File: config.mk
export PLATFORM = sky130hd
export DESIGN_NAME = bft_bit_ram
export DESIGN_NICKNAME = d
export VERILOG_FILES = /design/src/rtl/core/bft_pkg.sv /design/src/rtl/core/bft_bit_ram.sv
export SDC_FILE = /design/constraint.sdc
export NUM_CORES = 2
export LEC_CHECK = 0
export ABC_AREA = 0
export BUFFER_PORTS_ARGS = -buffer_cell sky130_fd_sc_hd__buf_2
export CAP_MARGIN = 30
export CORE_MARGIN = 5
export CORE_UTILIZATION = 31
export CTS_BUF_LIST = sky130_fd_sc_hd__clkbuf_8 sky130_fd_sc_hd__clkbuf_16
export DETAILED_ROUTE_END_ITERATION = 10
export GPL_TIMING_DRIVEN = 0
export PLACE_DENSITY = 0.57
export RECOVER_POWER = 25
export SLEW_MARGIN = 30
export SYNTH_ARGS = -nofsm -noshare
export SYNTH_HDL_FRONTEND = slang
export SYNTH_SLANG_ARGS = --single-unit
File: constraint.sdc
create_clock -name clk -period 6.3 [get_ports clk]
set_input_delay 0.63 -clock clk [delete_from_list [all_inputs] [get_ports clk]]
set_output_delay 0.63 -clock clk [all_outputs]
set_load 0.1 [all_outputs]
File: src/rtl/core/bft_pkg.sv
// ----------------------------------------------------------------------------
// bft_pkg
// Shared constants, codes and types of the three-hash Bloom filter core.
// ----------------------------------------------------------------------------
package bft_pkg;

	// Bit store geometry
	localparam int unsigned FILTER_BITS = 4096;
	localparam int unsigned ADDR_W      = $clog2(FILTER_BITS);
	localparam int unsigned MOD_W       = $clog2(FILTER_BITS + 1);
	localparam int unsigned ROW_W       = 64;
	localparam int unsigned COL_W       = $clog2(ROW_W);
	localparam int unsigned ROWS        = (FILTER_BITS + ROW_W - 1) / ROW_W;
	localparam int unsigned ROW_AW      = (ROWS > 1) ? $clog2(ROWS) : 1;

	// Field widths
	localparam int unsigned FUNC_W  = 2;
	localparam int unsigned CHAR_W  = 8;
	localparam int unsigned SIZE_W  = 13;
	localparam int unsigned COUNT_W = 32;
	localparam int unsigned HASH_W  = 64;
	localparam int unsigned CMP_W   = (SIZE_W > MOD_W) ? SIZE_W : MOD_W;

	// Hash lanes and their multipliers (lane 0 last in the literal)
	localparam int unsigned NUM_HASH = 3;
	localparam int unsigned LANE_W   = $clog2(NUM_HASH);
	localparam logic [NUM_HASH-1:0][7:0] MULT = {8'd41, 8'd37, 8'd31};

	// Modulo unit: dividend bits retired per cycle
	localparam int unsigned DIGIT_W    = 4;
	localparam int unsigned MOD_CYCLES = HASH_W / DIGIT_W;
	localparam int unsigned MCNT_W     = $clog2(MOD_CYCLES);

	localparam logic [SIZE_W-1:0]  SIZE_RESET = SIZE_W'(4096);
	localparam logic [COUNT_W-1:0] COUNT_MAX  = '1;

	// Operation codes
	typedef enum logic [FUNC_W-1:0] {
		FUNC_ADD   = 2'd0,
		FUNC_QUERY = 2'd1,
		FUNC_CLEAR = 2'd2,
		FUNC_NOP   = 2'd3
	} func_t;

	// Finished hashes handed to the modulo unit
	typedef struct packed {
		logic [FUNC_W-1:0]                  func;
		logic [NUM_HASH-1:0][HASH_W-1:0]    hash;
	} hash_job_t;

	// Bit positions handed to the bit store sequencer
	typedef struct packed {
		logic [FUNC_W-1:0]                  func;
		logic [NUM_HASH-1:0][ADDR_W-1:0]    idx;
	} bit_job_t;

	// Bit store port
	typedef struct packed {
		logic              we;
		logic              re;
		logic [ROW_AW-1:0] waddr;
		logic [ROW_AW-1:0] raddr;
		logic [ROW_W-1:0]  wdata;
	} ram_req_t;

endpackage

File: src/rtl/core/bft_bit_ram.sv
// ----------------------------------------------------------------------------
// bft_bit_ram
// Bit store: ROWS rows of ROW_W bits, one write and one registered read.
// ----------------------------------------------------------------------------
module bft_bit_ram (
	input  logic                         clk,
	input  bft_pkg::ram_req_t            ram_req,
	output logic [bft_pkg::ROW_W-1:0]    rdata
);

	logic [bft_pkg::ROW_W-1:0] mem [bft_pkg::ROWS];

	// Write port
	always_ff @(posedge clk) begin
		if (ram_req.we) begin
			mem[ram_req.waddr] <= ram_req.wdata;
		end
	end

	// Registered read port
	always_ff @(posedge clk) begin
		if (ram_req.re) begin
			rdata <= mem[ram_req.raddr];
		end
	end

endmodule

==> results.json <==
{
  "crit_arrival_ns": 4.78,
  "grt_pass1_vias": 77770,
  "use_met3_pct": 3.406,
  "wl_per_cell_um": 30.97,
  "crit_top_cell": "buf_2",
  "synth_xor_xnor_area_share_pct": 0,
  "synth-adder-area-share_pct": 0,
  "vias": 75940,
  "grtUsageMet1_pct": 21.79,
  "fin_hold_ws_ns": 0.2398,
  "clock_skew_ns": 0.07700,
  "grt_use_total_pct": 16.94,
  "slew_headroom_pct": -134.3,
  "numPortBuffers": 134,
  "row_count": 261,
  "synth-simple-area-share_pct": 1.235,
  "cp_cell_sequence": "buf_2, buf_4, buf_2, buf_2, buf_4, mux2i_1, o22ai_1, a31oi_1, a211oi_2",
  "synth_common_cells": "edfxtp_1 (4160), mux4_2 (1024), buf_2 (170), a22oi_1 (168), clkbuf_1 (140)",
  "rsz0062_at_grt": "no",
  "leakagePower_nw": 58.06,
  "syn_area_um2": 157000,
  "synthFlopType": "edfxtp_1",
  "seq_power_share_pct": 52.9,
  "post_cts_buffers": 0,
  "final_net_count": 7530,
  "drt.antenna.violating_nets": 0,
  "p_int_mw": 45.20,
  "drt-pass1-iter-count": 6,
  "syn-instance-count": 6598,
  "die_height_um": 721.6,
  "worstSetupPathType": "in -> reg",
  "io_pins": 143,
  "htreeDepth": 5,
  "yosys.area.top_type": "edfxtp_1",
  "end_kind": "register",
  "synth.most_common_cell": "edfxtp_1",
  "cap_viol_max_count": 53,
  "tns_ns": 0,
  "numCtsBuffers": 398,
  "synth_compound_area_share_pct": 2.467,
  "post-route-drc-count": 0,
  "die_x_um": 721.6,
  "synthTopCellsByArea": "edfxtp_1 (80%), mux4_2 (15%), mux2i_1 (0.86%), a22oi_1 (0.80%), buf_2 (0.54%)",
  "dp_hpwl_mm": 312.4,
  "power_mw": 58.19,
  "hold_violations": 0,
  "avgSynthCellArea_um2": 23.79,
  "fillers": 45110,
  "fmax_mhz": 243.0,
  "synthToLayoutAreaGrowth_pct": 19.51,
  "tightest_slew_ns": 3.514,
  "critPathTopFamily": "buffers and inverters",
  "gr-usage-met2_pct": 27.96,
  "cts_sinks": 4160,
  "yosys-mux-area-fraction_pct": 15.55,
  "start_util_pct": 31.10,
  "synth_enable_flop_cells": 4160,
  "ys_seq_area_share_pct": 79.57,
  "drive_gt1_share_pct": 30.16,
  "drt-initial-drc-count": 9405,
  "maxSlewViolCount": 3298,
  "synth_top_family_by_area": "multiplexers",
  "critical_path.max_stage_delay_ns": 0.69,
  "worstPathMaxFanout": 10,
  "cts_buffer_depth": 4,
  "place_congestion": 0.7902,
  "holdBufCountCts": 0,
  "violations": "max-capacitance violations, max-slew violations",
  "core_area_um2": 504900,
  "yosys_warnings": 0,
  "setup-violations-final": 0,
  "viasPerCell": 5.231,
  "start_kind": "input pin",
  "switching_power_mw": 12.98,
  "die_area_um2": 520800,
  "clk_latency_ns": 1.01,
  "yosysTopAreaCellShare_pct": 79.57,
  "crit_required_ns": 6.96,
  "fin_cells": 14520,
  "grt_max_degree": 65,
  "wl_mm": 449.6,
  "crit_slowest_cell": "buf_2",
  "cts_tree": "built",
  "grt_busiest_layer": "met2",
  "synth-seq-cells": 4160,
  "powerDensity_nw_per_um2": 310.1,
  "pwr-share-clk_pct": 41.3,
  "worst_hold_path_type": "in -> reg",
  "postCtsResizedCells": 0,
  "synth_nets": 6677,
  "p_sw_share_pct": 22.32,
  "synth.distinct_cells": 32,
  "antenna_found_initial": 71,
  "place_inst": 13750,
  "overflow": 0,
  "period_share_pct": 65.32,
  "async_flop_share_pct": 0,
  "crit_buf_inv": 5,
  "status": "complete, but fails checks",
  "ir_worst_vdd_mv": 0.2528,
  "pwr-share-comb_pct": 5.8,
  "grt_pass1_wl_mm": 623.0,
  "period_needed_ns": 4.115,
  "clock-root-buffer": "clkbuf_16",
  "clk_pin_slew_ns": 0.06
}
-- cell families after synthesis --
kind of cell / count (synthesis)
flops: 4160
mux: 1159
compound gates: 504
buf+inv: 389
simple gates: 386
-- power by group through the flow --
| stage | logic [mW] | registers (mW) | clock network, mW |
|---|---|---|---|
| 3_3_place_gp | 3.21 | 31.4 | 0 |
| 4_1_cts | 3.41 | 30.8 | 24.4 |
| 5_1_grt | 3.52 | 30.8 | 25.6 |
| 2_1_floorplan | 1.43 | 31.7 | 0 |
| 3_5_place_dp | 3.40 | 31.3 | 0 |
| 6_report | 3.36 | 30.8 | 24.0 |
-- layer usage --
layer,vias to the layer above,wire (µm)
met3,786,38050
li1,30380,-
met4,34,21500
met5,-,222
met2,3634,219400
met1,41100,170500
-- worst register-to-register path: stages (launching register included) --
cell      delay, ns
edfxtp_1       0.36
mux4_2         0.47
mux2i_1        0.22
o22ai_1        0.30
a31oi_1        1.01
a211oi_1       0.28
-- layout by cell type, fill, tap and decap left out, drive strengths merged --
cell	count
a211oi	63
a22o	88
a22oi	168
a2bb2oi	19
a31o	1
a31oi	18
a41oi	26
and2	3
and3	64
buf	623
bufinv	44
clkbuf	600
clkinv	192
clkinvlp	21
diode	25
edfxtp	4160
inv	97
mux2i	135
mux4	1024
nand2	58
nand2b	11
nand3	45
nand3b	2
nand4	2
nand4b	1
nor2	112
nor2b	28
nor3	2
o221ai	38
o22ai	83
or2	28
or3	29
or3b	1
-- registers in the layout, summed over array words and instances, names as in the netlist --
name / cells
mem: 4096
rdata: 64
-- final timing paths --
kind / slack (ns) / cells after the start / to / start
max: 2.18 / 9 / rdata[6]$_DFFE_PP_ / ram_req[66]
min: 0.24 / 1 / mem[13][15]$_DFFE_PP_ / ram_req[15]
max reg2reg: 3.30 / 5 / rdata[17]$_DFFE_PP_ / mem[63][17]$_DFFE_PP_
min reg2reg: 1.01 / 4 / rdata[48]$_DFFE_PP_ / mem[44][48]$_DFFE_PP_
-- layout make-up --
cell class,count,area [µm²],share of cell area [%]
Sequential cell,4160,124900,66.58
Multi-Input combinational cell,2049,30910,16.48
Clock buffer,400,10010,5.335
Tap cell,6706,8391,4.472
Timing Repair Buffer,453,8348,4.449
Clock inverter,335,3105,1.655
Buffer,370,1804,0.9616
Inverter,19,71.32,0.03801
Antenna cell,25,62.56,0.03334
-- per-stage QoR --
stage          worst slack (ns)  util [%]  instance area, µm²
2_1_floorplan            0.2340         -              157000
3_3_place_gp             -6.389     32.89              166100
3_5_place_dp              1.240     34.59              174600
4_1_cts                   2.304     37.19              187700
5_1_grt                   2.352     37.16              187600
6_report                  2.185     37.16              187600
Power figures use the tool's default switching activity.
