## src/rtl/core/bft_pkg.sv

```systemverilog
// ----------------------------------------------------------------------------
// bft_pkg
// Shared constants, codes and types of the three-hash Bloom filter core.
// ----------------------------------------------------------------------------
package bft_pkg;

	// Bit store geometry
	localparam int unsigned FILTER_BITS = 4096;
	localparam int unsigned ADDR_W      = $clog2(FILTER_BITS);
	localparam int unsigned MOD_W       = $clog2(FILTER_BITS + 1);
	localparam int unsigned ROW_W       = 64;
	localparam int unsigned COL_W       = $clog2(ROW_W);
	localparam int unsigned ROWS        = (FILTER_BITS + ROW_W - 1) / ROW_W;
	localparam int unsigned ROW_AW      = (ROWS > 1) ? $clog2(ROWS) : 1;

	// Field widths
	localparam int unsigned FUNC_W  = 2;
	localparam int unsigned CHAR_W  = 8;
	localparam int unsigned SIZE_W  = 13;
	localparam int unsigned COUNT_W = 32;
	localparam int unsigned HASH_W  = 64;
	localparam int unsigned CMP_W   = (SIZE_W > MOD_W) ? SIZE_W : MOD_W;

	// Hash lanes and their multipliers (lane 0 last in the literal)
	localparam int unsigned NUM_HASH = 3;
	localparam int unsigned LANE_W   = $clog2(NUM_HASH);
	localparam logic [NUM_HASH-1:0][7:0] MULT = {8'd41, 8'd37, 8'd31};

	// Modulo unit: dividend bits retired per cycle
	localparam int unsigned DIGIT_W    = 4;
	localparam int unsigned MOD_CYCLES = HASH_W / DIGIT_W;
	localparam int unsigned MCNT_W     = $clog2(MOD_CYCLES);

	localparam logic [SIZE_W-1:0]  SIZE_RESET = SIZE_W'(4096);
	localparam logic [COUNT_W-1:0] COUNT_MAX  = '1;

	// Operation codes
	typedef enum logic [FUNC_W-1:0] {
		FUNC_ADD   = 2'd0,
		FUNC_QUERY = 2'd1,
		FUNC_CLEAR = 2'd2,
		FUNC_NOP   = 2'd3
	} func_t;

	// Finished hashes handed to the modulo unit
	typedef struct packed {
		logic [FUNC_W-1:0]                  func;
		logic [NUM_HASH-1:0][HASH_W-1:0]    hash;
	} hash_job_t;

	// Bit positions handed to the bit store sequencer
	typedef struct packed {
		logic [FUNC_W-1:0]                  func;
		logic [NUM_HASH-1:0][ADDR_W-1:0]    idx;
	} bit_job_t;

	// Bit store port
	typedef struct packed {
		logic              we;
		logic              re;
		logic [ROW_AW-1:0] waddr;
		logic [ROW_AW-1:0] raddr;
		logic [ROW_W-1:0]  wdata;
	} ram_req_t;

endpackage

```

## src/rtl/core/bft_req_if.sv

```systemverilog
// ----------------------------------------------------------------------------
// bft_req_if
// Request channel: one character of an item, or a clear, per transaction.
// ----------------------------------------------------------------------------
interface bft_req_if;
	logic                             valid;
	logic                             ready;
	logic [bft_pkg::FUNC_W-1:0]       func;
	logic signed [bft_pkg::CHAR_W-1:0] char_byte;
	logic                             byte_valid;
	logic                             last_byte;

	modport source (output valid, func, char_byte, byte_valid, last_byte, input ready);
	modport sink   (input valid, func, char_byte, byte_valid, last_byte, output ready);
endinterface

```

## src/rtl/core/bft_hash.sv

```systemverilog
// ----------------------------------------------------------------------------
// bft_hash
// Front end: folds each accepted character into three running hashes and
// launches a job on the final character of an item or on a clear.
// ----------------------------------------------------------------------------
module bft_hash (
	input  logic                 clk,
	input  logic                 arst_n,
	bft_req_if.sink              req,
	input  logic                 job_busy,
	output logic                 launch,
	output bft_pkg::hash_job_t   job
);

	logic [bft_pkg::NUM_HASH-1:0][bft_pkg::HASH_W-1:0] hash_q;
	logic [bft_pkg::NUM_HASH-1:0][bft_pkg::HASH_W-1:0] folded;
	logic [bft_pkg::HASH_W-1:0] char_ext;
	logic is_item;
	logic is_clear;
	logic ends_job;
	logic accept;

	// Decode the operation
	assign is_item  = (req.func == bft_pkg::FUNC_ADD) || (req.func == bft_pkg::FUNC_QUERY);
	assign is_clear = (req.func == bft_pkg::FUNC_CLEAR);
	assign ends_job = is_clear || (is_item && req.last_byte);

	// Take plain characters every cycle; hold a job-ending one while a job runs
	assign req.ready = !ends_job || !job_busy;
	assign accept    = req.valid && req.ready;
	assign launch    = accept && ends_job;

	// Sign-extend the character and fold it into each lane
	assign char_ext = {{(bft_pkg::HASH_W - bft_pkg::CHAR_W){req.char_byte[bft_pkg::CHAR_W-1]}},
		req.char_byte};

	always_comb begin
		for (int k = 0; k < bft_pkg::NUM_HASH; k++) begin
			if (req.byte_valid) begin
				folded[k] = hash_q[k] * bft_pkg::HASH_W'(bft_pkg::MULT[k]) + char_ext;
			end else begin
				folded[k] = hash_q[k];
			end
		end
	end

	// Hand the finished hashes on; a clear carries zero hashes
	always_comb begin
		job.func = req.func;
		job.hash = is_clear ? '0 : folded;
	end

	// Advance the running hashes; restart them after an item or a clear
	always_ff @(posedge clk or negedge arst_n) begin
		if (!arst_n) begin
			hash_q <= '0;
		end else if (accept) begin
			if (ends_job) begin
				hash_q <= '0;
			end else if (is_item) begin
				hash_q <= folded;
			end
		end
	end

endmodule

```

## src/flat_wrapper.sv

```systemverilog
// flat-port wrapper written by rule: the top's interface ports become plain ports
module bft_hash_flat 
  (clk, arst_n, job_busy, launch, job, req_valid, req_func, req_char_byte, req_byte_valid, req_last_byte, req_ready);
  bft_req_if req_i ();
  input  logic clk;
  input  logic arst_n;
  input  logic job_busy;
  output logic launch;
  output bft_pkg::hash_job_t job;
  input wire logic [$bits(req_i.valid)-1:0] req_valid;
  input wire logic [$bits(req_i.func)-1:0] req_func;
  input wire logic [$bits(req_i.char_byte)-1:0] req_char_byte;
  input wire logic [$bits(req_i.byte_valid)-1:0] req_byte_valid;
  input wire logic [$bits(req_i.last_byte)-1:0] req_last_byte;
  output wire logic [$bits(req_i.ready)-1:0] req_ready;
  assign req_i.valid = req_valid;
  assign req_i.func = req_func;
  assign req_i.char_byte = req_char_byte;
  assign req_i.byte_valid = req_byte_valid;
  assign req_i.last_byte = req_last_byte;
  assign req_ready = req_i.ready;
  bft_hash u_core (.clk(clk), .arst_n(arst_n), .req(req_i), .job_busy(job_busy), .launch(launch), .job(job));
endmodule
```

## config.mk

```make
export PLATFORM = sky130hd
export DESIGN_NAME = bft_hash_flat
export DESIGN_NICKNAME = d
export VERILOG_FILES = /design/src/rtl/core/bft_pkg.sv /design/src/rtl/core/bft_req_if.sv /design/src/rtl/core/bft_hash.sv /design/src/flat_wrapper.sv
export SDC_FILE = /design/constraint.sdc
export NUM_CORES = 2
export LEC_CHECK = 0
export BUFFER_PORTS_ARGS = -buffer_cell sky130_fd_sc_hd__buf_2
export CELL_PAD_IN_SITES_DETAIL_PLACEMENT = 1
export CELL_PAD_IN_SITES_GLOBAL_PLACEMENT = 2
export CORE_ASPECT_RATIO = 1.5
export CORE_MARGIN = 3
export CORE_UTILIZATION = 40
export DETAILED_ROUTE_END_ITERATION = 10
export PLACE_DENSITY = 0.87
export REMOVE_ABC_BUFFERS = 1
export SYNTH_ARGS = -nofsm -noshare
export SYNTH_HDL_FRONTEND = slang
export SYNTH_SLANG_ARGS = --single-unit
```

## constraint.sdc

```tcl
create_clock -name clk -period 12 [get_ports clk]
set_clock_uncertainty 0.05 [all_clocks]
set_input_delay 1.2 -clock clk [delete_from_list [all_inputs] [get_ports clk]]
set_output_delay 1.2 -clock clk [all_outputs]
set_load 0.01 [all_outputs]
```

==> out/results.ini <==
[status]
status=finished clean

[placement]
globalplace.congestion=0.874
port_buffers=211
dpl_worst_slack_ns=3.45
dp_hpwl_mm=92.4

[clocking]
cts_num_sinks=192
clk_pin_slew_worst_paths_ns=0.09
cts_tree=yes
postCtsHoldBufs=0
cts_resized=0
cts_post_setup_buffers_inserted=0
cts_made_buffers=17
clk_latency_ns=0.55
cts-root-buf=clkbuf_16
cts.htree.levels=4
clockBufferDepth=2

[drt]
routed_wl_mm=114
postRouteAntennaNets=0
drt_iter0_drc=1382
viasPerCell=5.45
drc=0
vias=29942
drtPass1Iterations=7
wire_per_inst_um=20.8

[timing]
final_hold_viol_count=0
tightest_slew_ns=0.996
max_slew_margin_pct=33.6
finalWorstSetupSlack_ns=3.49
fmax_mhz=118
finalSetupViolations=0
rsz0062_at_grt=false
min_period_ns=8.51
post-route-period-util_pct=70.9
slew_viol_final=0

[synth]
synth_cell_types=96
async_flop_share_pct=100
ys_seq_area_share_pct=13.1
syn_area_um2=36700
synth_edf_count=0
yosys_warnings=0
syn_avg_cell_area_um2=8.67
ys_ff_latch=192
synth_ff_type=dfrtp_1
syn_inst=4234

[global_routing]
grt_remaining_overflow=0
first_global_vias=33488
grt_max_degree=123
grt_usage_pct=24.9
grt_pass1_wl_mm=186
grt_antenna_before_repair=2

[finish]
area_growth_pct=7.25
layout_commonest_cell=inv_1
diodes=0
largest_register_ffs=192
top_regs=u_core.hash_q: 192 flops
drive_gt1_share_pct=7.28
nNetsFinal=5245
top_register=u_core.hash_q
final_util_pct=43.4
layout_common_cells=inv_1, fa_1, ha_1

[setup_path]
required_ns=10.75
worstSetupPathType=in -> out
crit_arrival_ns=7.26
cp-start-kind=input pin
end_kind=output pin
path_max_fanout=48
cp-startpoint=req_char_byte[7]
r2r_start=u_core.hash_q[1]

[floorplan]
die_h_um=377
die_area_um2=95500
die_x_um=253
core_um2=90700
start_util_pct=40.5
io_pins=212
fp-row-count=135

[run]
maxCapViolations=0

[min_path]
hp-class=in -> async

## path summary, 6_finish.rpt
check	to	slack (ns)	cells after the start
setup / recovery	job[60]	3.49	20
hold / removal	u_core.hash_q[142]	0.51	1
setup reg to reg	u_core.hash_q[60]	6.40	18
hold reg to reg	u_core.hash_q[189]	0.51	2
max in group asynchronous	u_core.hash_q[48]	9.65	3
min in group clk	u_core.hash_q[189]	0.51	2
## per-layer routing
layer / vias to the layer above / GRT usage (%) / part of all wire (%)
li1: 13944 / - / -
met3: 168 / 2.85 / 2.9
met2: 497 / 46.2 / 53
met5: - / 0 / 0
met4: 0 / 9.53 / 3.8
met1: 15333 / 29.1 / 40
## metrics by stage
| step | TNS, ns | std cells | cell area [um^2] | hold slack, ns |
|---|---|---|---|---|
| after floorplan | -138.94 | 4060 | 36000 | 0.422 |
| after global placement | 0 | 5457 | 38800 | 0.437 |
| after detailed placement | 0 | 5457 | 38800 | 0.482 |
| after CTS | 0 | 5489 | 39400 | 0.481 |
| after global routing | 0 | 5489 | 39400 | 0.519 |
| final | 0 | 5489 | 39400 | 0.509 |
## critical path, cell delays in order
cell and delay [ns]:
buf_6 0.60, buf_4 0.67, fa_1 0.54, fa_1 0.55
inv_1 0.05, fa_1 0.49, inv_1 0.05, ha_1 0.41
nand2_1 0.15, o21ai_1 0.16, a21o_1 0.12, a21oi_1 0.08
or4b_1 0.55, a31oi_2 0.24, o31ai_4 0.15, a2111oi_2 0.43
or3_1 0.20, nand3_1 0.09, a21oi_1 0.24, buf_2 0.17
## cell type report
class | count | area [um^2]
Fill cell | 10789 | 51300
Multi-Input combinational cell | 2918 | 27700
Sequential cell | 192 | 4800
Inverter | 950 | 3570
Tap cell | 1164 | 1460
Timing Repair Buffer | 233 | 1260
Clock buffer | 17 | 425
Clock inverter | 15 | 145
## synthesized netlist by cell type, drive strengths merged (6+ instances only)
cell	n	area (um^2)
a21o	97	728
o22ai	17	106
o21ai	217	1100
dfrtp	192	4800
nor4	6	37.5
a31oi	24	184
xor2	61	534
xnor2	135	1180
inv	949	3560
o211ai	9	72.6
nand4	69	432
a211oi	34	260
a22o	113	990
a31o	6	61.3
buf	26	119
o21a	27	203
o31ai	15	136
nand3	40	200
o21bai	44	338
nor2	272	1030
nor2b	19	119
and2	14	87.6
clkbuf	148	557
mux2i	132	1320
o221ai	7	61.3
nand2b	16	100
or3	8	50.1
a2111oi	7	92.6
a41oi	8	104
and3	17	111
nor3	31	160
o31a	6	52.6
nor3b	7	57.6
nand2	239	897
a21oi	238	1200
ha	443	5540
fa	474	9490
## cell families (layout without fill, tap and decap cells)
group                    Yosys count  in the layout  synth area share [%]
XOR/XNOR                         196            196                  4.68
multiplexers                     134            134                  3.66
buffers and inverters           1124           1215                  11.6
flip-flops                       192            192                  13.1
AO/OA/AOI/OAI                    915            915                  16.7
adder cells (fa/ha/maj)          917            917                  41.0
AND/OR/NAND/NOR                  756            756                  9.33
Power is not shown: default switching activity piles up to over one toggle a cycle in this logic, so the estimate is an artifact.
