File: config.mk
export PLATFORM = sky130hd
export DESIGN_NAME = bft_mod
export DESIGN_NICKNAME = d
export VERILOG_FILES = /design/src/rtl/core/bft_pkg.sv /design/src/rtl/core/bft_mod.sv
export SDC_FILE = /design/constraint.sdc
export NUM_CORES = 1
export LEC_CHECK = 0
export ABC_AREA = 1
export BUFFER_PORTS_ARGS = -buffer_cell sky130_fd_sc_hd__buf_4
export CORE_MARGIN = 2
export CORE_UTILIZATION = 60
export CTS_CLUSTER_DIAMETER = 200
export DETAILED_ROUTE_END_ITERATION = 6
export GPL_ROUTABILITY_DRIVEN = 0
export PLACE_DENSITY_LB_ADDON = 0.3
export SYNTH_ARGS = -nofsm -noshare
export SYNTH_HDL_FRONTEND = slang
export SYNTH_SLANG_ARGS = --single-unit
File: constraint.sdc
create_clock -name clk -period 9.2 [get_ports clk]
set_clock_uncertainty 0.2 [all_clocks]
set_input_delay 0.92 -clock clk [delete_from_list [all_inputs] [get_ports clk]]
set_output_delay 0.92 -clock clk [all_outputs]
set_load 0.02 [all_outputs]
File: src/rtl/core/bft_pkg.sv
// ----------------------------------------------------------------------------
// bft_pkg
// Shared constants, codes and types of the three-hash Bloom filter core.
// ----------------------------------------------------------------------------
package bft_pkg;

	// Bit store geometry
	localparam int unsigned FILTER_BITS = 4096;
	localparam int unsigned ADDR_W      = $clog2(FILTER_BITS);
	localparam int unsigned MOD_W       = $clog2(FILTER_BITS + 1);
	localparam int unsigned ROW_W       = 64;
	localparam int unsigned COL_W       = $clog2(ROW_W);
	localparam int unsigned ROWS        = (FILTER_BITS + ROW_W - 1) / ROW_W;
	localparam int unsigned ROW_AW      = (ROWS > 1) ? $clog2(ROWS) : 1;

	// Field widths
	localparam int unsigned FUNC_W  = 2;
	localparam int unsigned CHAR_W  = 8;
	localparam int unsigned SIZE_W  = 13;
	localparam int unsigned COUNT_W = 32;
	localparam int unsigned HASH_W  = 64;
	localparam int unsigned CMP_W   = (SIZE_W > MOD_W) ? SIZE_W : MOD_W;

	// Hash lanes and their multipliers (lane 0 last in the literal)
	localparam int unsigned NUM_HASH = 3;
	localparam int unsigned LANE_W   = $clog2(NUM_HASH);
	localparam logic [NUM_HASH-1:0][7:0] MULT = {8'd41, 8'd37, 8'd31};

	// Modulo unit: dividend bits retired per cycle
	localparam int unsigned DIGIT_W    = 4;
	localparam int unsigned MOD_CYCLES = HASH_W / DIGIT_W;
	localparam int unsigned MCNT_W     = $clog2(MOD_CYCLES);

	localparam logic [SIZE_W-1:0]  SIZE_RESET = SIZE_W'(4096);
	localparam logic [COUNT_W-1:0] COUNT_MAX  = '1;

	// Operation codes
	typedef enum logic [FUNC_W-1:0] {
		FUNC_ADD   = 2'd0,
		FUNC_QUERY = 2'd1,
		FUNC_CLEAR = 2'd2,
		FUNC_NOP   = 2'd3
	} func_t;

	// Finished hashes handed to the modulo unit
	typedef struct packed {
		logic [FUNC_W-1:0]                  func;
		logic [NUM_HASH-1:0][HASH_W-1:0]    hash;
	} hash_job_t;

	// Bit positions handed to the bit store sequencer
	typedef struct packed {
		logic [FUNC_W-1:0]                  func;
		logic [NUM_HASH-1:0][ADDR_W-1:0]    idx;
	} bit_job_t;

	// Bit store port
	typedef struct packed {
		logic              we;
		logic              re;
		logic [ROW_AW-1:0] waddr;
		logic [ROW_AW-1:0] raddr;
		logic [ROW_W-1:0]  wdata;
	} ram_req_t;

endpackage

File: src/rtl/core/bft_mod.sv
// ----------------------------------------------------------------------------
// bft_mod
// Modulo unit: reduces three 64-bit hashes by the in-use filter size,
// restoring remainder, DIGIT_W dividend bits per cycle on all lanes at once.
// ----------------------------------------------------------------------------
module bft_mod (
	input  logic                        clk,
	input  logic                        arst_n,
	input  logic                        start,
	input  bft_pkg::hash_job_t          start_job,
	input  logic [bft_pkg::MOD_W-1:0]   modulus,
	output logic                        busy,
	output logic                        done,
	output bft_pkg::bit_job_t           job
);

	logic [bft_pkg::NUM_HASH-1:0][bft_pkg::HASH_W-1:0] dvd_q;
	logic [bft_pkg::NUM_HASH-1:0][bft_pkg::MOD_W-1:0]  rem_q;
	logic [bft_pkg::NUM_HASH-1:0][bft_pkg::MOD_W-1:0]  rem_next;
	logic [bft_pkg::MOD_W-1:0]  mod_q;
	logic [bft_pkg::FUNC_W-1:0] func_q;
	logic [bft_pkg::MCNT_W-1:0] cnt_q;
	logic                       busy_q;
	logic                       done_q;

	// Retire DIGIT_W dividend bits per lane, MSB first
	always_comb begin
		logic [bft_pkg::MOD_W:0]   trial;
		logic [bft_pkg::MOD_W-1:0] r;
		trial = '0;
		r     = '0;
		for (int k = 0; k < bft_pkg::NUM_HASH; k++) begin
			r = rem_q[k];
			for (int j = 0; j < bft_pkg::DIGIT_W; j++) begin
				trial = {r, dvd_q[k][bft_pkg::HASH_W-1-j]};
				if (trial >= {1'b0, mod_q}) begin
					r = bft_pkg::MOD_W'(trial - {1'b0, mod_q});
				end else begin
					r = bft_pkg::MOD_W'(trial);
				end
			end
			rem_next[k] = r;
		end
	end

	// Sequence the division
	always_ff @(posedge clk or negedge arst_n) begin
		if (!arst_n) begin
			busy_q <= 1'b0;
			done_q <= 1'b0;
			cnt_q  <= '0;
		end else begin
			done_q <= 1'b0;
			if (start) begin
				busy_q <= 1'b1;
				cnt_q  <= '0;
			end else if (busy_q) begin
				cnt_q <= cnt_q + bft_pkg::MCNT_W'(1);
				if (cnt_q == bft_pkg::MCNT_W'(bft_pkg::MOD_CYCLES - 1)) begin
					busy_q <= 1'b0;
					done_q <= 1'b1;
				end
			end
		end
	end

	// Load or shift the dividend and remainder
	always_ff @(posedge clk) begin
		if (start) begin
			dvd_q  <= start_job.hash;
			rem_q  <= '0;
			mod_q  <= modulus;
			func_q <= start_job.func;
		end else if (busy_q) begin
			for (int k = 0; k < bft_pkg::NUM_HASH; k++) begin
				dvd_q[k] <= dvd_q[k] << bft_pkg::DIGIT_W;
			end
			rem_q <= rem_next;
		end
	end

	// Remainders stay below the modulus, so they fit a bit address
	always_comb begin
		job.func = func_q;
		for (int k = 0; k < bft_pkg::NUM_HASH; k++) begin
			job.idx[k] = bft_pkg::ADDR_W'(rem_q[k]);
		end
	end

	assign busy = busy_q || done_q;
	assign done = done_q;

endmodule

==> qor.csv <==
metric,value,unit
most frequent CP cell,nand2_1,
Seq. cell area,7150,µm²
Synth area leaders,"edfxtp_1, nand2_1, ha_1, inv_1, nand3_1",
First-pass DRT Iterations,6,
slew of the pin with the lowest slew margin,0.995,ns
"slowest stage delay, CP",0.37,ns
All-Layer GR Usage,0.331,
first-pass GRT wire length,95.4,mm
TritonCTS clock tree,built,
initial antenna violation count,2,
f_max,115,MHz
Hold Crit Class,flop to flop,
core area,33700,µm²
Async SR Flop Fraction,0.0238,
latest clock arrival within the worst-skew pair,0.57,ns
largest net degree at the start of global routing,114,
met3 WL,6.76,mm
root buf cell,clkbuf_16,
Syn Std Cell Area,20700,µm²
I/O Buffers,249,
global route overflow,0,
number of global-route vias before repair,19400,
number of nets in the layout,3513,
post-synthesis cell type with the largest combined area,edfxtp_1,
WL final,60.8,mm
Via density,5.66,
DRC errors left,0,
Buf/Inv on CP,10,
fin crit share,0.945,
Post-Syn Area per Cell,7.05,µm²
max-slew violation count,0,
RR Endpoint,job[30],
critical path class,flop to flop,
Synth top area share,0.301,
"Net Count, Synth",3308,
fin util,0.707,
Seq cells post-synth,252,
DR vias,20400,
initial DRC count,2071,
Die Footprint,35900,µm²
run status,completed,
crit path capture type,flop,
synth warn,0,
"count leader, synth",nand2_1,
"EDFF count, synth",207,
Starting Density,0.613,
Highest Signal Layer,met4,
Met1 Wirelength,22.1,mm
Main synth FF type,edfxtp_1,
io pins,250,
Tmin final,8.70,ns
Final setup viols,0,
row count,67,
WL/cell,16.9,µm
CP max FO,20,
synthesized netlist cell count,2929,
CP Launch Type,flop,
Worst EP required,9.45,ns
relative slew slack,0.336,
CP max-delay cell,edfxtp_1,
area of the multi-input gates,11500,µm²
post-placement cell count,3539,
hold_ws,0.270,ns
r2r worst-path depth,49,
clock-pin slew on the worst setup and hold paths,0.07,ns
Hold EP,cnt_q[3],
Synth cell types,49,
htree depth,1,
"setup slack, reg-to-reg",0.50,ns
crit-path leading delay family,simple AND/OR/NAND/NOR gates,
crit path DAT,8.95,ns
worst hold stages,1,
layout cell share with drive strength beyond 1,0.126,
clk sinks,252,
met2 WL,27.9,mm
Fillers,2641,
Horiz. Die Dim,190,µm
reg-to-reg startpoint,mod_q[4],
Final Hold Viols,0,
Final Non-Filler Cells,3606,
RSZ-0062 raised after global routing,true,
DRT antenna net count,0,
dpl hpwl,45.3,mm
worst-case clock buffer depth,3,
Die Ht,190,µm
final worst setup slack,0.504,ns
synthesis-to-finish area growth,15.4,%
Max-Cap Viols,0,
"top cells by count, synth","nand2_1, inv_1, edfxtp_1, nand3_1, ha_1",
TritonCTS Buffers,29,
sequential area share after synthesis,0.346,
Post-Place Worst Slack,0.133,ns
Hold Path Origin,cnt_q[3],
[area by class of cell]
class                           instances  share of cell area
Sequential cell                       252               0.300
Timing Repair Buffer                  291              0.0925
Clock inverter                         20             0.00903
Tap cell                              448              0.0235
Inverter                              375              0.0601
Antenna cell                            2            0.000210
Clock buffer                           33              0.0311
Multi-Input combinational cell       2185               0.484
[timing repair]
item,in CTS,in global routing
hold buffers,1,0
resized for setup,0,15
endpoints found under the hold margin,6,0
endpoints found under the setup margin,0,39
buffers inserted,0,11
[routing by layer]
metal | vias to the layer above | GRT usage
met5 | - | 0
met4 | 0 | 0.185
met3 | 285 | 0.0723
met2 | 1148 | 0.553
met1 | 9207 | 0.398
li1 | 9761 | -
[layout by cell type, fill, tap and decap left out, types with 3 or more instances in the layout]
cell | synthesis | layout
nand2_1 | 1242 | 1242
nand3_1 | 190 | 189
a21oi_4 | 2 | 5
clkinvlp_4 | 0 | 3
bufinv_16 | 0 | 4
o21a_1 | 3 | 3
dfrtp_1 | 6 | 6
inv_2 | 8 | 8
a21o_1 | 10 | 10
edfxtp_1 | 207 | 207
nand4_1 | 45 | 45
inv_1 | 367 | 362
ha_1 | 157 | 157
clkbuf_16 | 0 | 29
o21ai_0 | 64 | 62
nor2_4 | 0 | 3
clkinv_1 | 0 | 6
nor2_2 | 5 | 4
a21oi_1 | 109 | 109
o2111ai_1 | 7 | 7
clkinv_2 | 0 | 7
nand3b_1 | 3 | 3
and2_1 | 3 | 3
dfxtp_1 | 39 | 39
a21oi_2 | 7 | 4
nand3_4 | 4 | 8
or2_2 | 5 | 5
buf_4 | 44 | 288
nand2_2 | 8 | 8
a21boi_0 | 3 | 3
clkbuf_1 | 45 | 4
o21ai_1 | 15 | 17
fa_1 | 12 | 12
nand3_2 | 15 | 12
a31oi_1 | 10 | 10
o21bai_1 | 12 | 12
nor2_1 | 117 | 115
xnor2_1 | 40 | 40
nor3_1 | 12 | 12
xor2_1 | 73 | 73
[worst reg2reg max path: cells and delay by family, from the launching register on]
kind	cells	cell delay (ns)
buffers and inverters	10	1.21
AOI/OAI and AO/OA	11	2.49
adders and majority gates	4	1.28
DFF	1	0.37
and+or+nand+nor	24	3.04
[state kept, by name (all words and copies together) (netlist names)]
name and count:
dvd_q 192, done 1, job 36, busy_q 1
rem_q 3, mod_q 13, func_q 2, cnt_q 4
[worst max path at each step]
stage,startpoint,end,slack (ns),cells past startpoint
floorplan,mod_q[1],job[2],1.41,52
global placement,mod_q[9],job[30],0.33,48
detailed placement,mod_q[9],job[30],0.13,50
CTS,mod_q[0],job[30],0.01,47
global route,mod_q[5],job[2],-0.04,50
finish,mod_q[4],job[30],0.50,49
[metrics by stage]
step / TNS, ns / instance area [µm²]
3_5_place_dp: 0 / 22700
3_3_place_gp: 0 / 22700
4_1_cts: 0 / 23700
5_1_grt: -0.131 / 23800
6_report: 0 / 23800
2_1_floorplan: 0 / 20700
[cells by family after synthesis]
kind of cell,count (synthesis),synth area share
and+or+nand+nor,1656,0.331
AOI/OAI and AO/OA,247,0.0683
xor gates and xnor gates,113,0.0479
DFF,252,0.346
buffers and inverters,492,0.0997
adders and majority gates,169,0.107
Power is left out: the tool's default activity adds up to more than one toggle a clock period on the data nets, which glitch-free logic cannot reach.
