===== config.mk =====
export PLATFORM = sky130hd
export DESIGN_NAME = bft_access_flat
export DESIGN_NICKNAME = d
export VERILOG_FILES = /design/src/rtl/core/bft_pkg.sv /design/src/rtl/core/bft_rsp_if.sv /design/src/rtl/core/bft_access.sv /design/src/flat_wrapper.sv
export SDC_FILE = /design/constraint.sdc
export NUM_CORES = 1
export LEC_CHECK = 0
export ABC_AREA = 1
export BUFFER_PORTS_ARGS = -buffer_cell sky130_fd_sc_hd__buf_2
export CAP_MARGIN = 25
export CORE_MARGIN = 4
export CORE_UTILIZATION = 50
export CTS_CLUSTER_DIAMETER = 60
export DETAILED_ROUTE_END_ITERATION = 8
export PLACE_DENSITY = 0.86
export SLEW_MARGIN = 10
export SYNTH_ARGS = -nofsm -noshare
export SYNTH_HDL_FRONTEND = slang
export SYNTH_SLANG_ARGS = --single-unit

===== constraint.sdc =====
create_clock -name clk -period 2.7 [get_ports clk]
set_input_delay 0.27 -clock clk [delete_from_list [all_inputs] [get_ports clk]]
set_output_delay 0.27 -clock clk [all_outputs]
set_load 0.01 [all_outputs]

===== src/rtl/core/bft_pkg.sv =====
// ----------------------------------------------------------------------------
// bft_pkg
// Shared constants, codes and types of the three-hash Bloom filter core.
// ----------------------------------------------------------------------------
package bft_pkg;

	// Bit store geometry
	localparam int unsigned FILTER_BITS = 4096;
	localparam int unsigned ADDR_W      = $clog2(FILTER_BITS);
	localparam int unsigned MOD_W       = $clog2(FILTER_BITS + 1);
	localparam int unsigned ROW_W       = 64;
	localparam int unsigned COL_W       = $clog2(ROW_W);
	localparam int unsigned ROWS        = (FILTER_BITS + ROW_W - 1) / ROW_W;
	localparam int unsigned ROW_AW      = (ROWS > 1) ? $clog2(ROWS) : 1;

	// Field widths
	localparam int unsigned FUNC_W  = 2;
	localparam int unsigned CHAR_W  = 8;
	localparam int unsigned SIZE_W  = 13;
	localparam int unsigned COUNT_W = 32;
	localparam int unsigned HASH_W  = 64;
	localparam int unsigned CMP_W   = (SIZE_W > MOD_W) ? SIZE_W : MOD_W;

	// Hash lanes and their multipliers (lane 0 last in the literal)
	localparam int unsigned NUM_HASH = 3;
	localparam int unsigned LANE_W   = $clog2(NUM_HASH);
	localparam logic [NUM_HASH-1:0][7:0] MULT = {8'd41, 8'd37, 8'd31};

	// Modulo unit: dividend bits retired per cycle
	localparam int unsigned DIGIT_W    = 4;
	localparam int unsigned MOD_CYCLES = HASH_W / DIGIT_W;
	localparam int unsigned MCNT_W     = $clog2(MOD_CYCLES);

	localparam logic [SIZE_W-1:0]  SIZE_RESET = SIZE_W'(4096);
	localparam logic [COUNT_W-1:0] COUNT_MAX  = '1;

	// Operation codes
	typedef enum logic [FUNC_W-1:0] {
		FUNC_ADD   = 2'd0,
		FUNC_QUERY = 2'd1,
		FUNC_CLEAR = 2'd2,
		FUNC_NOP   = 2'd3
	} func_t;

	// Finished hashes handed to the modulo unit
	typedef struct packed {
		logic [FUNC_W-1:0]                  func;
		logic [NUM_HASH-1:0][HASH_W-1:0]    hash;
	} hash_job_t;

	// Bit positions handed to the bit store sequencer
	typedef struct packed {
		logic [FUNC_W-1:0]                  func;
		logic [NUM_HASH-1:0][ADDR_W-1:0]    idx;
	} bit_job_t;

	// Bit store port
	typedef struct packed {
		logic              we;
		logic              re;
		logic [ROW_AW-1:0] waddr;
		logic [ROW_AW-1:0] raddr;
		logic [ROW_W-1:0]  wdata;
	} ram_req_t;

endpackage


===== src/rtl/core/bft_rsp_if.sv =====
// ----------------------------------------------------------------------------
// bft_rsp_if
// Response channel: query answer and item count, one per transaction.
// ----------------------------------------------------------------------------
interface bft_rsp_if;
	logic                        valid;
	logic                        ready;
	logic                        maybe_present;
	logic [bft_pkg::COUNT_W-1:0] items_added;

	modport source (output valid, maybe_present, items_added, input ready);
	modport sink   (input valid, maybe_present, items_added, output ready);
endinterface


===== src/rtl/core/bft_access.sv =====
// ----------------------------------------------------------------------------
// bft_access
// Bit store sequencer: read-modify-write of the three bits of an add, three
// reads for a query, row flags for a clear; keeps the item count and the
// response register.
// ----------------------------------------------------------------------------
module bft_access (
	input  logic                      clk,
	input  logic                      arst_n,
	input  logic                      start,
	input  bft_pkg::bit_job_t         job,
	output logic                      busy,
	output bft_pkg::ram_req_t         ram_req,
	input  logic [bft_pkg::ROW_W-1:0] ram_rdata,
	bft_rsp_if.source                 rsp
);

	localparam logic [1:0] ST_IDLE  = 2'd0;
	localparam logic [1:0] ST_READ  = 2'd1;
	localparam logic [1:0] ST_MERGE = 2'd2;
	localparam logic [1:0] ST_DONE  = 2'd3;

	logic [1:0]                                        state_q;
	logic [bft_pkg::LANE_W-1:0]                        lane_q;
	logic [bft_pkg::FUNC_W-1:0]                        func_q;
	logic [bft_pkg::NUM_HASH-1:0][bft_pkg::ADDR_W-1:0] idx_q;
	logic                                              hit_q;
	logic                                              rv_q;
	logic [bft_pkg::ROWS-1:0]                          row_valid_q;
	logic [bft_pkg::COUNT_W-1:0]                       count_q;
	logic [bft_pkg::COUNT_W-1:0]                       count_next;
	logic                                              rsp_valid_q;
	logic                                              rsp_hit_q;
	logic [bft_pkg::COUNT_W-1:0]                       rsp_count_q;

	logic [bft_pkg::ADDR_W-1:0] cur_idx;
	logic [bft_pkg::ROW_AW-1:0] cur_row;
	logic [bft_pkg::COL_W-1:0]  cur_col;
	logic [bft_pkg::ROW_W-1:0]  row_data;
	logic                       cur_bit;
	logic                       last_lane;
	logic                       load_rsp;

	// Split the current bit position into row and column
	assign cur_idx   = idx_q[lane_q];
	assign cur_row   = bft_pkg::ROW_AW'(cur_idx >> bft_pkg::COL_W);
	assign cur_col   = bft_pkg::COL_W'(cur_idx);
	assign row_data  = rv_q ? ram_rdata : '0;
	assign cur_bit   = row_data[cur_col];
	assign last_lane = (lane_q == bft_pkg::LANE_W'(bft_pkg::NUM_HASH - 1));
	assign load_rsp  = (state_q == ST_DONE) && (!rsp_valid_q || rsp.ready);

	// Drive the bit store
	always_comb begin
		ram_req.re    = (state_q == ST_READ);
		ram_req.raddr = cur_row;
		ram_req.we    = (state_q == ST_MERGE) && (func_q == bft_pkg::FUNC_ADD);
		ram_req.waddr = cur_row;
		ram_req.wdata = row_data | (bft_pkg::ROW_W'(1) << cur_col);
	end

	// Saturating count after an add
	always_comb begin
		count_next = count_q;
		if ((func_q == bft_pkg::FUNC_ADD) && (count_q != bft_pkg::COUNT_MAX)) begin
			count_next = count_q + bft_pkg::COUNT_W'(1);
		end
	end

	// Control: sequence, row flags, count, response valid
	always_ff @(posedge clk or negedge arst_n) begin
		if (!arst_n) begin
			state_q     <= ST_IDLE;
			lane_q      <= '0;
			row_valid_q <= '0;
			count_q     <= '0;
			rsp_valid_q <= 1'b0;
		end else begin
			unique case (state_q)
				ST_IDLE: begin
					if (start) begin
						lane_q <= '0;
						if (job.func == bft_pkg::FUNC_CLEAR) begin
							row_valid_q <= '0;
							count_q     <= '0;
							state_q     <= ST_DONE;
						end else begin
							state_q <= ST_READ;
						end
					end
				end
				ST_READ: begin
					state_q <= ST_MERGE;
				end
				ST_MERGE: begin
					if (func_q == bft_pkg::FUNC_ADD) begin
						row_valid_q[cur_row] <= 1'b1;
					end
					if (last_lane) begin
						state_q <= ST_DONE;
					end else begin
						lane_q  <= lane_q + bft_pkg::LANE_W'(1);
						state_q <= ST_READ;
					end
				end
				ST_DONE: begin
					if (load_rsp) begin
						count_q <= count_next;
						state_q <= ST_IDLE;
					end
				end
			endcase

			if (load_rsp) begin
				rsp_valid_q <= 1'b1;
			end else if (rsp.ready) begin
				rsp_valid_q <= 1'b0;
			end
		end
	end

	// Payload: job fields, read flags, query result, response
	always_ff @(posedge clk) begin
		if ((state_q == ST_IDLE) && start) begin
			func_q <= job.func;
			idx_q  <= job.idx;
			hit_q  <= 1'b1;
		end
		if (state_q == ST_READ) begin
			rv_q <= row_valid_q[cur_row];
		end
		if (state_q == ST_MERGE) begin
			hit_q <= hit_q && cur_bit;
		end
		if (load_rsp) begin
			rsp_hit_q   <= (func_q == bft_pkg::FUNC_QUERY) && hit_q;
			rsp_count_q <= count_next;
		end
	end

	assign busy              = (state_q != ST_IDLE);
	assign rsp.valid         = rsp_valid_q;
	assign rsp.maybe_present = rsp_hit_q;
	assign rsp.items_added   = rsp_count_q;

endmodule


===== src/flat_wrapper.sv =====
// flat-port wrapper written by rule: the top's interface ports become plain ports
module bft_access_flat 
  (clk, arst_n, start, job, busy, ram_req, ram_rdata, rsp_valid, rsp_maybe_present, rsp_items_added, rsp_ready);
  bft_rsp_if rsp_i ();
  input  logic clk;
  input  logic arst_n;
  input  logic start;
  input  bft_pkg::bit_job_t job;
  output logic busy;
  output bft_pkg::ram_req_t ram_req;
  input  logic [bft_pkg::ROW_W-1:0] ram_rdata;
  output wire logic [$bits(rsp_i.valid)-1:0] rsp_valid;
  output wire logic [$bits(rsp_i.maybe_present)-1:0] rsp_maybe_present;
  output wire logic [$bits(rsp_i.items_added)-1:0] rsp_items_added;
  input wire logic [$bits(rsp_i.ready)-1:0] rsp_ready;
  assign rsp_valid = rsp_i.valid;
  assign rsp_maybe_present = rsp_i.maybe_present;
  assign rsp_items_added = rsp_i.items_added;
  assign rsp_i.ready = rsp_ready;
  bft_access u_core (.clk(clk), .arst_n(arst_n), .start(start), .job(job), .busy(busy), .ram_req(ram_req), .ram_rdata(ram_rdata), .rsp(rsp_i));
endmodule

==> flow_summary.toml <==
[yosys]
postSynthAreaPerCell_um2 = 7.85
ys_async_sr_fraction = 0.580
yosysWarnings = 0
ys_seq_elements = 174
ys.flop_type = "dfrtp_1"
syn_area_mm2 = 0.0101
syn-num-nets = 1398
yosysSeqAreaShare = 0.466
yosysMostFrequentCell = "nand2_1"
yosys.area.top_type_share = 0.250
yosysUniqueCellTypes = 42
synth_top_area_cell = "dfrtp_1"
synth_edf_count = 73
syn_inst = 1290
synth.area.top_cells = "dfrtp_1 25%, edfxtp_1 22%, nand2_1 13%, o21ai_0 5.9%, nand3_1 5.7%"
yosys-top-cells-count = "352 x nand2_1, 119 x o21ai_0, 115 x nand3_1"

[sta]
slew_headroom = 0.351
slew_violations = 0
fmax_mhz = 374
fin_skew_ns = 0.00848
tns_ns = 0
rsz0062_at_grt = "yes"
holdWs_ns = 0.0234
setup_viol = 0
final.period_utilization = 0.990
finalHoldViolCount = 0
tightest_slew_ns = 0.971
fin_crit_ns = 2.67

[floorplan]
core-area_mm2 = 0.0197
initial_core_util = 0.513
die_h_um = 150
io_pins = 219
die_area_mm2 = 0.0226
num_rows = 51
chipWidth_um = 150

[global_routing]
antenna_found_initial = 2
grt_max_degree = 65
use_met1 = 0.365
grt_pass1_wl_mm = 49.3
grtUsageMet2 = 0.447
grt_pass1_vias = 9510
grt-ovfl-total = 0
globalRouteMet3Util = 0.0521
track_usage = 0.275
grt_busiest_layer = "met2"

[placed_design]
io_buffers = 218
dp_cells = 1731
place_hpwl_mm = 21.7
routabilityCongestion = 0.953

[layout]
final_cell_count_no_fill = 1777
area_growth_pct = 21.7
drive_gt1_frac = 0.244
nNetsFinal = 1606

[clock_tree]
cts_sinks = 174
cts_buffers = 17
clkTransAtPathRegs_ns = 0.07
cts_tree = "built"
cts_buffer_depth = 2
clkLatencyLatePin_ns = 0.43
ctsHtreeMaxLevel = 4
cts_root_buf = "clkbuf_16"

[worst_setup_path]
slowest_stage = "dfrtp_2"
critPathMaxStageDelay_ns = 0.46
startpoint_type = "flop"
path_cells = "buf_6 > or2_4 > a32oi_4 > clkinvlp_4 > buf_12 > o21ai_1 > buf_2"
critical_path_class = "reg2out"
reg2reg_slack_ns = 0.16
crit_fanout = 7
crit_buf_inv = 4
cp_top_family = "buffers and inverters"
cp-end-kind = "output pin"
cp_data_required_time_ns = 2.43
worst_ep_arrival_time_ns = 2.40

[power_and_ir_drop]
p_leak_nw = 5.71
power.density_mw_per_mm2 = 1170
ir_drop_uv = 595
finalPower_mw = 14.4

[drt]
wirelength_mm = 31.1
drtIter0Drc = 965
viasPerCell = 5.66
vias = 10100
first_pass_iters = 5
drc = 0
ant_nets = 0
avgRoutedWirePerCell_um = 17.5

[min_path]
hp-class = "in2reg"

[run]
maxCapViolations = 0

[outcome]
status = "finished clean"
[through the flow]
step | cell area (µm²) | util | setup slack (ns)
2_1_floorplan | 10100 | - | 0.394
3_3_place_gp | 11500 | 0.581 | 0.186
3_5_place_dp | 11500 | 0.581 | 0.189
4_1_cts | 12200 | 0.616 | -0.00724
5_1_grt | 12300 | 0.625 | -0.0561
6_report | 12300 | 0.625 | 0.0265
[per-layer routing]
metal,share of wire,vias up
met3,0.083,96
met2,0.48,579
met4,0.034,2
li1,-,4704
met5,0.00035,-
met1,0.40,4670
[timing repair]
action / CTS / global route
gates resized for setup: 9 / 49
setup buffers: 5 / 5
pin swaps: 2 / 12
endpoints found under the hold margin: 62 / 0
endpoints found under the setup margin: 47 / 65
hold buffers: 1 / 0
gates cloned: 1 / 1
[flip-flops by register name, summed over array words and instances (netlist names), 2 cells and up]
name,count
u_core.lane_q,2
u_core.row_valid_q,64
u_core.count_q,32
u_core.rsp.items_added,32
u_core.state_q,2
u_core.idx_q,36
u_core.func_q,2
[logic make-up after synthesis]
| logic type | count (synthesis) | synth area share |
|---|---|---|
| adder cells (fa/ha/maj) | 2 | 0.00247 |
| flip-flops | 174 | 0.466 |
| AND/OR/NAND/NOR | 675 | 0.297 |
| buffers and inverters | 186 | 0.0791 |
| XOR/XNOR | 31 | 0.0268 |
| AO/OA/AOI/OAI | 222 | 0.129 |
[cells in the final DEF (no fill, tap or decap), types with 3 or more instances in the layout]
master and count:
inv_1 102, a21oi_1 70, nor3_1 18, dfrtp_1 100, nand3_1 115, nand4_1 28
inv_4 6, o21ai_0 98, buf_6 4, inv_2 6, o21ai_2 14, buf_12 3
nor2_4 7, xor2_1 30, nor2_2 10, clkbuf_16 21, edfxtp_1 73, buf_4 35
nand2_1 351, a32oi_4 4, or2_2 5, nor4_1 4, nor2_1 97, a32oi_2 3
nand3b_1 10, or2_1 5, nand2_2 5, or2_0 5, a22o_1 9, buf_2 217
o21ai_1 16, nor3_2 6
[final timing paths]
check | startpoint | to | depth (start not counted)
worst max-delay path | u_core.lane_q[0] | ram_req[17] | 7
worst min-delay path | job[33] | u_core.idx_q[33] | 1
worst max register to register | u_core.lane_q[0] | u_core.rv_q | 11
worst min register to register | u_core.row_valid_q[63] | u_core.row_valid_q[63] | 2
max in group asynchronous | arst_n | u_core.lane_q[0] | 3
min in group asynchronous | arst_n | u_core.row_valid_q[15] | 2
[area by class of cell]
class | count | area (µm²)
timing repair inverter | 1 | 7.51
clock inverter | 9 | 68.8
multi-input combinational | 930 | 4740
inverter | 113 | 438
fill | 1679 | 7390
timing repair buffer | 261 | 1490
antenna | 1 | 2.50
sequential | 174 | 4720
clock buffer | 23 | 522
tap | 265 | 332
[power by group]
group          leakage (nW)  switching (mW)  internal [mW]  total (mW)
Combinational          3.36            5.36           2.53        7.89
Sequential             2.05           0.475           3.64        4.11
Clock                 0.296            1.04           1.38        2.42
Total                  5.71            6.87           7.55        14.4
Note: power is estimated with default switching activity, not from simulation.
